==> src/hw/rtl/pbea_pkg.sv <==
`timescale 1ns / 1ps
`default_nettype none
// ----------------------------------------------------------------------------
// pbea_pkg
// Shared constants and types for the pad button edge / auto-repeat block.
// ----------------------------------------------------------------------------
package pbea_pkg;

  localparam int NUM_BUTTONS = 16;
  localparam int AXIS_W      = 16;
  localparam int DLY_W       = 8;
  localparam int DZ_W        = 15;
  localparam int ADDR_W      = 4;

  // Register indexes (word address paddr[3:2]).
  localparam logic [1:0] REG_FIRST_DELAY = 2'd0;
  localparam logic [1:0] REG_NEXT_DELAY  = 2'd1;
  localparam logic [1:0] REG_DEAD_ZONE   = 2'd2;

  localparam logic [DLY_W-1:0] FIRST_DELAY_RST = 8'd30;
  localparam logic [DLY_W-1:0] NEXT_DELAY_RST  = 8'd5;
  localparam logic [DZ_W-1:0]  DEAD_ZONE_RST   = 15'd7864;

  // Repeat timing shared by all button lanes.
  typedef struct packed {
    logic [DLY_W-1:0] first_delay;
    logic [DLY_W-1:0] next_delay;
  } rpt_cfg_t;

endpackage : pbea_pkg
`default_nettype wire

==> src/hw/rtl/pbea_lane.sv <==
`timescale 1ns / 1ps
`default_nettype none
// ----------------------------------------------------------------------------
// pbea_lane
// One button lane: the typematic counter and the repeat pulse for one button.
// ----------------------------------------------------------------------------
module pbea_lane
  import pbea_pkg::*;
(
  input  wire logic     clk,
  input  wire logic     rst,
  input  wire logic     upd,       // successful poll request accepted
  input  wire logic     now,       // button pressed in this poll
  input  wire logic     was_held,  // button pressed at previous good poll
  input  wire rpt_cfg_t cfg,
  output logic          rpt        // repeat fires if this poll is applied
);

  logic [DLY_W-1:0] cnt;
  logic [DLY_W-1:0] cnt_next;
  logic [DLY_W-1:0] reload;
  logic             hit;

  always_comb begin
    hit = (cnt <= DLY_W'(1));
    if (!was_held && (cfg.first_delay != '0)) begin
      reload = cfg.first_delay;
    end else begin
      reload = cfg.next_delay;
    end
    if (!now) begin
      cnt_next = '0;
    end else if (hit) begin
      cnt_next = reload;
    end else begin
      cnt_next = cnt - DLY_W'(1);
    end
    rpt = now && hit;
  end

  always_ff @(posedge clk) begin
    if (rst) begin
      cnt <= '0;
    end else if (upd) begin
      cnt <= cnt_next;
    end
  end

endmodule : pbea_lane
`default_nettype wire

==> src/hw/rtl/pbea_stick.sv <==
`timescale 1ns / 1ps
`default_nettype none
// ----------------------------------------------------------------------------
// pbea_stick
// Dead zone for one stick: both axes go to zero when both are centered.
// ----------------------------------------------------------------------------
module pbea_stick
  import pbea_pkg::*;
(
  input  wire logic        [AXIS_W-1:0] x,
  input  wire logic        [AXIS_W-1:0] y,
  input  wire logic        [DZ_W-1:0]   dead_zone,
  output logic             [AXIS_W-1:0] x_out,
  output logic             [AXIS_W-1:0] y_out
);

  logic [AXIS_W:0] mag_x;
  logic [AXIS_W:0] mag_y;
  logic [AXIS_W:0] dz_ext;
  logic            centered;

  // Magnitude needs one extra bit so that the most negative sample stays large.
  always_comb begin
    mag_x = x[AXIS_W-1] ? ((AXIS_W+1)'(1) << AXIS_W) - {1'b0, x} : {1'b0, x};
    mag_y = y[AXIS_W-1] ? ((AXIS_W+1)'(1) << AXIS_W) - {1'b0, y} : {1'b0, y};
    dz_ext = (AXIS_W+1)'(dead_zone);
    centered = (mag_x <= dz_ext) && (mag_y <= dz_ext);
    x_out = centered ? '0 : x;
    y_out = centered ? '0 : y;
  end

endmodule : pbea_stick
`default_nettype wire

==> src/hw/rtl/pad_button_edge_autorepeat.sv <==
`timescale 1ns / 1ps
`default_nettype none
// ----------------------------------------------------------------------------
// pad_button_edge_autorepeat
// Controller poll conditioner: button edges, auto-repeat and stick dead zone.
// ----------------------------------------------------------------------------
// Channel   Dir  Contents
// s_*       in   poll request: tuser = poll_ok, tdata = buttons and four axes
// m_*       out  result: tuser = connected, tdata = button bits and four axes
// apb       in   first_repeat_delay @0x0, next_repeat_delay @0x4, dead_zone @0x8
//
// One request per cycle while s_tready is high; each result is registered in the output or skid register.
// Sixteen button lanes and two stick units work in parallel on each request.
// An output register plus one skid register let one more request be accepted while
// the output stalls; s_tready drops only while the skid register is full.
// Synchronous reset clears the control state and loads the register defaults; the data registers are not reset.
// ----------------------------------------------------------------------------
module pad_button_edge_autorepeat
  import pbea_pkg::*;
(
  input  wire logic                clk,
  input  wire logic                rst,
  // request stream
  input  wire logic                s_tvalid,
  output logic                     s_tready,
  input  wire logic [79:0]         s_tdata,  // button_word, left_x, left_y, right_x, right_y
  input  wire logic [0:0]          s_tuser,  // poll_ok
  // result stream
  output logic                     m_tvalid,
  input  wire logic                m_tready,
  output logic [127:0]             m_tdata,  // held, press, release, repeat bits, four axes
  output logic [0:0]               m_tuser,  // connected
  // configuration
  input  wire logic                psel,
  input  wire logic                penable,
  input  wire logic                pwrite,
  input  wire logic [ADDR_W-1:0]   paddr,
  input  wire logic [31:0]         pwdata,
  output logic [31:0]              prdata,
  output logic                     pready
);

  rpt_cfg_t           cfg;
  logic [DZ_W-1:0]    dead_zone;

  logic [NUM_BUTTONS-1:0] prev_held;
  logic [NUM_BUTTONS-1:0] edge_press;
  logic [NUM_BUTTONS-1:0] edge_release;
  logic [NUM_BUTTONS-1:0] edge_repeat;
  logic [4*AXIS_W-1:0]    stick_regs;

  logic                   accept;
  logic                   upd;
  logic [NUM_BUTTONS-1:0] now_bits;
  logic [NUM_BUTTONS-1:0] rpt_bits;
  logic [4*AXIS_W-1:0]    stick_new;

  logic [NUM_BUTTONS-1:0] held_next;
  logic [NUM_BUTTONS-1:0] press_next;
  logic [NUM_BUTTONS-1:0] release_next;
  logic [NUM_BUTTONS-1:0] repeat_next;
  logic [4*AXIS_W-1:0]    stick_next;
  logic                   link_next;
  logic [127:0]           res_data;

  logic [127:0]           skid_data;
  logic                   skid_link;
  logic                   skid_valid;

  // --------------------------------------------------------------------------
  // Configuration port
  // --------------------------------------------------------------------------
  assign pready = 1'b1;

  always_ff @(posedge clk) begin
    if (rst) begin
      cfg.first_delay <= FIRST_DELAY_RST;
      cfg.next_delay  <= NEXT_DELAY_RST;
      dead_zone       <= DEAD_ZONE_RST;
    end else if (psel && penable && pwrite && pready) begin
      case (paddr[3:2])
        REG_FIRST_DELAY: cfg.first_delay <= pwdata[DLY_W-1:0];
        REG_NEXT_DELAY:  cfg.next_delay  <= pwdata[DLY_W-1:0];
        REG_DEAD_ZONE:   dead_zone       <= pwdata[DZ_W-1:0];
        default: ;
      endcase
    end
  end

  always_comb begin
    case (paddr[3:2])
      REG_FIRST_DELAY: prdata = 32'(cfg.first_delay);
      REG_NEXT_DELAY:  prdata = 32'(cfg.next_delay);
      REG_DEAD_ZONE:   prdata = 32'(dead_zone);
      default:         prdata = '0;
    endcase
  end

  // --------------------------------------------------------------------------
  // Lanes
  // --------------------------------------------------------------------------
  assign s_tready = !skid_valid;
  assign accept   = s_tvalid && s_tready;
  assign upd      = accept && s_tuser[0];
  assign now_bits = s_tdata[NUM_BUTTONS-1:0];

  for (genvar i = 0; i < NUM_BUTTONS; i++) begin : g_lane
    pbea_lane u_lane (
      .clk      (clk),
      .rst      (rst),
      .upd      (upd),
      .now      (now_bits[i]),
      .was_held (prev_held[i]),
      .cfg      (cfg),
      .rpt      (rpt_bits[i])
    );
  end

  for (genvar s = 0; s < 2; s++) begin : g_stick
    pbea_stick u_stick (
      .x         (s_tdata[16 + (2*s)*AXIS_W +: AXIS_W]),
      .y         (s_tdata[16 + (2*s+1)*AXIS_W +: AXIS_W]),
      .dead_zone (dead_zone),
      .x_out     (stick_new[(2*s)*AXIS_W +: AXIS_W]),
      .y_out     (stick_new[(2*s+1)*AXIS_W +: AXIS_W])
    );
  end

  // --------------------------------------------------------------------------
  // Merge: a failed poll keeps everything but the link flag.
  // --------------------------------------------------------------------------
  always_comb begin
    link_next = s_tuser[0];
    if (s_tuser[0]) begin
      held_next    = now_bits;
      press_next   = now_bits & ~prev_held;
      release_next = prev_held & ~now_bits;
      repeat_next  = rpt_bits;
      stick_next   = stick_new;
    end else begin
      held_next    = prev_held;
      press_next   = edge_press;
      release_next = edge_release;
      repeat_next  = edge_repeat;
      stick_next   = stick_regs;
    end
    res_data = {stick_next, repeat_next, release_next, press_next, held_next};
  end

  always_ff @(posedge clk) begin
    if (rst) begin
      prev_held    <= '0;
      edge_press   <= '0;
      edge_release <= '0;
      edge_repeat  <= '0;
      stick_regs   <= '0;
    end else if (accept) begin
      prev_held    <= held_next;
      edge_press   <= press_next;
      edge_release <= release_next;
      edge_repeat  <= repeat_next;
      stick_regs   <= stick_next;
    end
  end

  // --------------------------------------------------------------------------
  // Output register with skid stage
  // --------------------------------------------------------------------------
  always_ff @(posedge clk) begin
    if (rst) begin
      m_tvalid   <= 1'b0;
      skid_valid <= 1'b0;
    end else if (m_tready || !m_tvalid) begin
      if (skid_valid) begin
        m_tvalid   <= 1'b1;
        skid_valid <= 1'b0;
      end else begin
        m_tvalid <= accept;
      end
    end else if (accept) begin
      skid_valid <= 1'b1;
    end
  end

  always_ff @(posedge clk) begin
    if (m_tready || !m_tvalid) begin
      if (skid_valid) begin
        m_tdata    <= skid_data;
        m_tuser[0] <= skid_link;
      end else if (accept) begin
        m_tdata    <= res_data;
        m_tuser[0] <= link_next;
      end
    end else if (accept) begin
      skid_data <= res_data;
      skid_link <= link_next;
    end
  end

  // --------------------------------------------------------------------------
  // Assertions
  // --------------------------------------------------------------------------
  a_skid_behind_out: assert property (@(posedge clk) disable iff (rst)
    skid_valid |-> m_tvalid)
    else $error("skid register full while output register empty");

  a_edges_disjoint: assert property (@(posedge clk) disable iff (rst)
    m_tvalid |-> ((m_tdata[31:16] & m_tdata[47:32]) == '0))
    else $error("press and release edge on the same button");

  a_repeat_held: assert property (@(posedge clk) disable iff (rst)
    m_tvalid |-> ((m_tdata[63:48] & ~m_tdata[15:0]) == '0))
    else $error("repeat pulse on a released button");

  a_press_repeats: assert property (@(posedge clk) disable iff (rst)
    m_tvalid |-> ((m_tdata[31:16] & ~m_tdata[63:48]) == '0))
    else $error("new press without a repeat pulse");

endmodule : pad_button_edge_autorepeat
`default_nettype wire
==> config.mk <==
export PLATFORM = sky130hd
export DESIGN_NAME = pad_button_edge_autorepeat
export DESIGN_NICKNAME = d
export VERILOG_FILES = /design/src/hw/rtl/pbea_pkg.sv /design/src/hw/rtl/pbea_lane.sv /design/src/hw/rtl/pbea_stick.sv /design/src/hw/rtl/pad_button_edge_autorepeat.sv
export SDC_FILE = /design/constraint.sdc
export NUM_CORES = 1
export LEC_CHECK = 0
export ABC_CLOCK_PERIOD_IN_PS = 32800
export BUFFER_PORTS_ARGS = -buffer_cell sky130_fd_sc_hd__buf_2
export CAP_MARGIN = 20
export CORE_ASPECT_RATIO = 0.75
export CORE_UTILIZATION = 30
export CTS_BUF_LIST = sky130_fd_sc_hd__clkbuf_2 sky130_fd_sc_hd__clkbuf_4 sky130_fd_sc_hd__clkbuf_8
export DETAILED_ROUTE_END_ITERATION = 16
export GPL_ROUTABILITY_DRIVEN = 0
export GPL_TIMING_DRIVEN = 1
export PLACE_DENSITY = 0.44
export SYNTH_ARGS = -nofsm -noshare
export SYNTH_HDL_FRONTEND = slang
export SYNTH_SLANG_ARGS = --single-unit
==> constraint.sdc <==
create_clock -name clk -period 32.8 [get_ports clk]
set_input_delay 4.92 -clock clk [delete_from_list [all_inputs] [get_ports clk]]
set_output_delay 4.92 -clock clk [all_outputs]
set_load 0.05 [all_outputs]
# --- Word-level counts from Yosys, hierarchy flattened ---
# Index checks and enable logic that the tools add are counted.
totals:
  out_inout_bits: 164
  regBits: 547
  inputBits: 124
  wordCells: 210
classes:
  n_reduce_logical: 66
  n_bitwise: 5
  mux: 67
  n_lt_le_gt_ge: 20
  n_eq_ne: 2
  addsub: 20
op_table:
  columns: ["operator", "n"]
  rows:
  - ["$mux 8", 48]
  - ["$mux 128", 2]
  - ["$le 8x1->1 const B", 16]
  - ["$mux 16", 8]
  - ["$sub 8x1->8 const B", 16]
  - ["$le 17x15->1", 4]
  - ["$mux 17", 4]
  - ["$sub 17x16->17 const A", 4]
  - ["$mux 64", 1]
  - ["$pmux 15 s3", 1]
  - ["$logic_and 1x1->1", 38]
  - ["$and 16x16->16", 2]
  - ["$not 16->16", 2]
  - ["$logic_not 1->1", 18]
  - ["$reduce_and 2->1", 5]
  - ["$reduce_bool 8->1", 1]
  - ["$mux 1", 3]
  - ["$eq 2x1->1 const B", 1]
  - ["$eq 2x2->1 const B", 1]
  - ["$logic_not 2->1", 1]
  - ["$reduce_bool 2->1", 1]
  - ["$reduce_or 2->1", 1]
  - ["$logic_or 1x1->1", 1]
  - ["$not 1->1", 1]

# --- Longest topological paths before layout ---
# Gate-level depths: netlist of run 1.
depth:
  ltp_word: 8
  depth_mapped: 17
  mapped_depth_nobuf: 13

# --- Hierarchy ---
# Synthesis of run 1 repeated with hierarchy kept, for this count alone.
unflattened:
  hier_cells: 3062
  area_unflattened_um2: 31386.4
modules_own_cells:
  columns: ["mod", "area_each_um2", "cells_each", "n_inst"]
  rows:
  - ["pad_button_edge_autorepeat", 17235.3, 1330, 1]
  - ["pbea_lane", 680.7, 82, 16]
  - ["pbea_stick", 1630.3, 210, 2]

# --- Least setup slack after synthesis of run 1 ---
# Ideal clock, no wire load.
synth_timing:
  path_type: "input-to-reg"
  from: "in s_tvalid"
  to: "reg skid_data[0] (enable)"
  t_arrival_ps: 14726
  path_slack_ps: 17272
  setup_time_ps: 802
  cell_stages: 3
  required_time_ps: 31998
  path_cell_list: "clkbuf_1 -> clkbuf_1 -> nor3b_1"
synth_between:
  elab_chain_cells: 2
synth_lines:
  columns: ["element", "line", "rtl"]
  rows:
  - ["from (decl)", "pad_button_edge_autorepeat.sv:24", "input wire logic s_tvalid,"]
  - ["$logic_and 1x1->1", "pad_button_edge_autorepeat.sv:103", "assign accept = s_tvalid && s_tready;"]
  - ["$reduce_and 2->1 (no source line)", null, null]
  - ["to (signal assigned)", "pad_button_edge_autorepeat.sv:195", "skid_data <= res_data;"]
  - ["to (decl)", "pad_button_edge_autorepeat.sv:66", "logic [127:0] skid_data;"]
# No other way between the ends.
# A chain may end at the register's enable or synchronous reset.

# --- Worst setup path in the final report of run 1 ---
layout_timing:
  from: "in paddr[2]"
  to: "out prdata[5]"
layout_between:
  elab_chain_cells: 2
  word_cells_on_any_way: 4
layout_lines:
  columns: ["element", "line", "rtl"]
  rows:
  - ["from (decl)", "pad_button_edge_autorepeat.sv:37", "input wire logic [ADDR_W-1:0] paddr,"]
  - ["$eq 2x2->1 (tied with other cells)", "pad_button_edge_autorepeat.sv:91", "case (paddr[3:2])"]
  - ["$pmux 15 s3 (*)", "pad_button_edge_autorepeat.sv:91", null]
  - ["to (decl)", "pad_button_edge_autorepeat.sv:39", "output logic [31:0] prdata,"]
# Every way passes the cells marked *; elsewhere a longest branch is shown, timed or not.

==> results.yml, run 1 <==
outcome:
  status: "finished, final reports clean"
logic_synthesis:
  synth_area_mm2: 0.0303
  synth_cells: 3145
  yosys_most_used_dff: "dfxtp_1"
  synth.distinct_cells: 73
  syn_area_per_cell_um2: 9.62
  synth-edff-count: 258
  ys_ff_latch: 547
  yosys_warnings: 0
  synth-seq-area-share_pct: 44.7
  synthArstFlopShare_pct: 0
power_and_ir_drop:
  vdd_ir_drop_max_mv: 0.0278
  p_int_mw: 1.28
  combPwrFrac_pct: 19.5
  clkPwrFrac_pct: 38.8
  power.density_mw_per_mm2: 53.8
  p_seq_share_pct: 41.7
  switchingPower_uw: 589
  switching_share_pct: 31.5
  p_leak_nw: 13.7
  power.total_mw: 1.87
worst_setup_path:
  slowest_delay_ns: 0.68
  r2r_slack_ns: 29.26
  cpMaxStageDelayCell: "nor2b_1"
  reg2reg_to: "m_tdata[105]"
  cp-start-kind: "input port"
  arrival_ns: 6.80
  end_kind: "output port"
  worst_ep_required_time_ns: 27.88
  timing.critical_path.mode_cell: "buf_2"
  path_class: "input port to output port"
  r2r_cells: 9
  critPathMaxFanout: 13
  r2r_start: "dead_zone[6]"
  crit_chain: "buf_2 -> nor2b_1 -> nand2_1 -> o21ai_0 -> buf_2"
clocking:
  clock_sinks: 547
  cts_buffer_depth: 3
  cts_buffers: 97
  cts_tree: "built"
  path_clk_slew_ns: 0.06
  cts_hold_buf: 0
  worst_skew_pair.late_latency_ns: 0.79
  cts_resized: 0
  clockRootBuffer: "clkbuf_8"
  postCtsSetupBuffers: 0
  htreeDepth: 3
global_routing:
  grt-ovfl-total: 0
  antenna_found_initial: 12
  grt_max_degree: 182
  grt_first_pass_wirelength_um: 154000
  grt_pass1_vias: 23400
  grtUsageTotal_pct: 19.6
timing:
  hold_viol: 0
  slew_viol_final: 0
  finalCritPeriodShare_pct: 35.7
  maxSlewHeadroom_pct: 26.9
  max_freq_mhz: 85.3
  worst_pin_slew_ns: 1.10
  period_needed_ns: 11.72
  hold_slack_ns: 0.451
  fin_skew_ns: 0.0681
  finalSetupTns_ns: 0
  setup_viol: 0
  setup_slack_ns: 21.08
  rsz0062_at_grt: "no"
placement:
  port_buffers: 250
  placed_area_mm2: 0.0326
  dp_cells: 4519
  dp_slack_ns: 21.09
  dp_hpwl_um: 63200
final_layout:
  final_cell_area_mm2: 0.0348
  utilization_pct: 34.9
  drive_gt1_share_pct: 21.1
  syn_to_final_growth_pct: 14.9
  fin_cells: 4704
  finalNetCount: 3512
die:
  core_area_mm2: 0.0996
  die_h_um: 277
  initial_core_util_pct: 30.4
  die_w_um: 369
  rows: 100
  ios: 288
  dieArea_mm2: 0.102
drt:
  drc: 0
  first_pass_iters: 5
  viasPerCell: 5.17
  wirelength_um: 102000
  wl_per_cell_um: 21.6
  antenna_left: 0
  vias: 24300
  first_iter_violations: 1765
worst_hold_path:
  whs_path_depth: 2
  hold_path.class: "flip-flop to flip-flop"
  min-delay-start: "edge_repeat[14]"
  hold_end: "edge_repeat[14]"
run:
  maxCapViolCount: 0
-- routing by layer --
metal  wire length (um)  GRT usage [%]  vias up  part of all wire, %
met5                 55              0        -                0.054
met1              53300           30.1    11900                   52
met2              41700           27.7      525                   41
li1                   -              -    11700                    -
met4               1770           4.25        8                  1.7
met3               4810           3.69      130                  4.7
-- synthesized netlist by cell type, drive strengths merged (12+ instances only) --
cell      n  area share (%)
nor2b    84             1.7
xnor2    87             2.5
edfxtp  258              26
o31ai    18            0.45
xor2     30            0.87
a21oi   224             3.8
nand3    47            0.78
nor3     45            0.74
a22oi    36            0.89
o21ai   192             3.2
a22o     28            0.81
a211oi   22            0.55
and3     17            0.35
a211o    18            0.52
nor3b    42             1.0
nand2b   38            0.79
o211ai   39            0.98
or3      22            0.45
nand4    12            0.25
mux2    145             5.4
a31o     63             1.8
o221ai   24            0.69
mux2i   128             4.2
buf      44            0.99
nor2    156             1.9
nand3b   63             1.6
a311oi   13            0.38
a21o     16            0.40
nand2   345             4.3
dfxtp   289              19
ha       96             4.0
or4      27            0.68
inv     112             1.4
clkbuf  223             2.8
nor4     33            0.95
o41ai    23            0.84
-- cells by family after synthesis --
kind of cell / synth area share (%)
AND/OR/NAND/NOR: 16.0
AO/OA/AOI/OAI: 17.1
flip-flops: 44.7
buffers and inverters: 5.16
multiplexers: 9.63
XOR/XNOR: 3.39
adder cells (fa/ha/maj): 3.97
other: 0.0248
-- worst max-delay path: cells and delay by family --
family          cells  cell delay (ns)
compound gates      1             0.39
buf+inv             2             0.68
simple gates        2             0.79
-- worst max-delay path by stage --
stage                         from           end  slack, ns  cells after the start
final                     paddr[2]     prdata[5]      21.08                      5
after detailed placement  paddr[2]     prdata[7]      21.09                      5
after CTS                 paddr[2]     prdata[7]      21.08                      5
after global placement    paddr[2]     prdata[7]      21.11                      5
after floorplan           s_tvalid  skid_data[0]      17.27                      3
after global routing      paddr[2]     prdata[7]      20.97                      5
-- flip-flops by register name, summed over array words and instances, names as in the netlist --
signal / count
g_lane.u_lane.cnt: 128
m_tdata: 128
skid_data: 128
stick_regs: 64
cfg: 16
edge_press: 16
edge_release: 16
edge_repeat: 16
prev_held: 16
dead_zone: 15
m_tuser: 1
m_tvalid: 1
skid_link: 1
skid_valid: 1
-- final cells by class --
| class | instances | area (um^2) |
|---|---|---|
| Multi-Input combinational cell | 2235 | 15300 |
| Sequential cell | 547 | 13500 |
| Fill cell | 10300 | 64800 |
| Tap cell | 1326 | 1660 |
| Inverter | 112 | 425 |
| Clock buffer | 161 | 1920 |
| Timing Repair Buffer | 299 | 1650 |
| Antenna cell | 4 | 10.0 |
| Clock inverter | 20 | 260 |
-- cells in the final DEF (no fill, tap or decap), drive strengths merged, types with 12 or more instances in the layout --
master	count
a21o	16
o41ai	23
mux2i	128
nor3	45
nor4	33
conb	18
xor2	30
a22o	28
nor2b	84
nand2	345
a211o	18
nand4	12
o211ai	39
and3	17
or3	22
a31o	63
edfxtp	258
ha	96
or4	27
a311oi	13
a21oi	224
nor3b	42
buf	299
xnor2	87
clkbuf	161
a22oi	36
o21ai	192
nand3b	63
o221ai	24
a211oi	22
mux2	145
nor2	156
nand3	47
o31ai	18
dfxtp	289
inv	118
nand2b	38
-- power by group through the flow --
stage / registers (mW) / logic [mW] / clock network, mW
global placement: 0.795 / 0.367 / 0
detailed placement: 0.794 / 0.365 / 0
global route: 0.785 / 0.399 / 0.777
floorplan: 0.842 / 0.220 / 0
CTS: 0.780 / 0.367 / 0.748
finish: 0.780 / 0.365 / 0.725
Power figures use the tool's default switching activity.
==> inputs of run 2 (changes only) <==
ABC_CLOCK_PERIOD_IN_PS = 10400   (was 32800)
PLACE_DENSITY = 0.46   (was 0.44)
clock period = 10.4 ns   (was 32.8 ns; I/O delays follow)
==> run 2 against run 1 <==
Compared with the run above:
- worst hold slack better by 0.0019 ns
- count of clock-buffer cells in the layout is 7 lower
- combinational power grew to 3.2 times the previous value
- register-to-register slack worse by 23 ns
- critical endpoint is now skid_data[96]
- largest cell class unchanged
==> results.yml, run 2 (synthesized netlist as in run 1, its figures left out) <==
die:
  rows: 100
  core_area_mm2: 0.0996
  dieArea_mm2: 0.102
  ios: 288
  initial_core_util_pct: 30.4
  die_h_um: 277
  die_w_um: 369
drt:
  wl_per_cell_um: 21.2
  antenna_left: 0
  viasPerCell: 5.14
  first_pass_iters: 5
  wirelength_um: 99600
  first_iter_violations: 1757
  drc: 0
  vias: 24200
timing:
  rsz0062_at_grt: "no"
  finalCritPeriodShare_pct: 53.5
  slew_viol_final: 0
  period_needed_ns: 5.56
  finalSetupTns_ns: 0
  setup_viol: 0
  hold_viol: 0
  setup_slack_ns: 4.84
  max_freq_mhz: 180
  fin_skew_ns: 0.0760
  maxSlewHeadroom_pct: 16.5
  hold_slack_ns: 0.453
  worst_pin_slew_ns: 1.24
global_routing:
  grtUsageTotal_pct: 19.0
  grt_max_degree: 103
  grt-ovfl-total: 0
  grt_first_pass_wirelength_um: 151000
  grt_pass1_vias: 23300
  antenna_found_initial: 11
worst_setup_path:
  timing.critical_path.mode_cell: "a21oi_1"
  slowest_delay_ns: 1.12
  critPathMaxFanout: 54
  worst_ep_required_time_ns: 10.89
  cpMaxStageDelayCell: "or4_2"
  arrival_ns: 6.06
  crit_chain: "buf_2 -> or4_1 -> nor3_1 -> nand2_1 -> o41ai_1 -> xnor2_1 -> ha_1 -> a21oi_1 -> a21oi_1 -> a211oi_1 -> nor3b_1 -> or4_2 -> buf_4 -> a31o_2"
  end_kind: "flip-flop"
  cp-start-kind: "input port"
  cp_num_buf_inv: 2
  path_delay_family: "simple AND/OR/NAND/NOR gates"
  path_class: "input port to flip-flop"
clocking:
  cts_hold_buf: 0
  cts_buffer_depth: 3
  postCtsSetupBuffers: 0
  clockRootBuffer: "clkbuf_8"
  htreeDepth: 3
  worst_skew_pair.late_latency_ns: 0.76
  clock_sinks: 547
  path_clk_slew_ns: 0.06
  cts_resized: 0
  cts_buffers: 97
  cts_tree: "built"
worst_hold_path:
  hold_path.class: "flip-flop to flip-flop"
final_layout:
  syn_to_final_growth_pct: 14.6
  register_area_mm2: 0.0135
  final_cell_mix: "nand2_1, dfxtp_1, edfxtp_1"
  final_common_cell: "nand2_1"
  drive_gt1_share_pct: 21.2
  nFillCells: 10300
  finalNetCount: 3513
  multiInputGateArea_mm2: 0.0153
  top_regs: "g_lane.u_lane.cnt: 128 flops, m_tdata: 128 flops, skid_data: 128 flops"
power_and_ir_drop:
  p_leak_nw: 13.6
  power.density_mw_per_mm2: 167
  vdd_ir_drop_max_mv: 0.0927
placement:
  dp_slack_ns: 4.12
  port_buffers: 250
  dp_hpwl_um: 63100
run:
  maxCapViolCount: 0
outcome:
  status: "finished, final reports clean"
run 2: per-layer routing:
| layer | GRT usage (%) | up-vias | wire length (um) |
|---|---|---|---|
| li1 | - | 11700 | - |
| met1 | 29.5 | 11800 | 52200 |
| met2 | 26.7 | 582 | 40300 |
| met3 | 3.22 | 146 | 5100 |
| met4 | 4.43 | 8 | 1890 |
| met5 | 0.891 | - | 159 |
run 2: final cells by class:
cell class	count	share of cell area, %
diodes	4	0.0289
repair buffers	300	4.79
clock buffers	154	5.35
inverters	112	1.23
multi-input cells	2235	44.1
flip-flops and latches	547	39.0
clock inverters	29	0.678
well taps	1326	4.78
run 2: through the flow:
stage / total power, mW / cell area, um^2 / util, % / instances
final: 5.79 / 34700 / 34.8 / 4707
after detailed placement: 3.65 / 32600 / 32.7 / 4519
after floorplan: 3.35 / 30300 / - / 3161
after global routing: 6.06 / 34700 / 34.8 / 4704
after global placement: 3.65 / 32600 / 32.7 / 4519
after CTS: 5.86 / 34600 / 34.8 / 4702
run 2: tightest hold or removal path, delay by kind of cell, from the launching register on:
kind | cells | cell delay (ns)
DFF | 1 | 0.31
and+or+nand+nor | 1 | 0.05
AOI/OAI and AO/OA | 1 | 0.05
run 2: power by group:
part           internal (mW)  switching [mW]  total (mW)
Clock                   1.17            1.00        2.18
Sequential              2.39          0.0740        2.46
Combinational          0.377           0.772        1.15
Total                   3.94            1.85        5.79
run 2: final timing paths:
check	start	endpoint	slack, ns	cells after the start
worst max-delay path	s_tdata[67]	skid_data[96]	4.84	14
worst min-delay path	edge_release[1]	edge_release[1]	0.45	2
worst max register to register	dead_zone[6]	skid_data[96]	6.54	9
worst min register to register	edge_release[1]	edge_release[1]	0.45	2
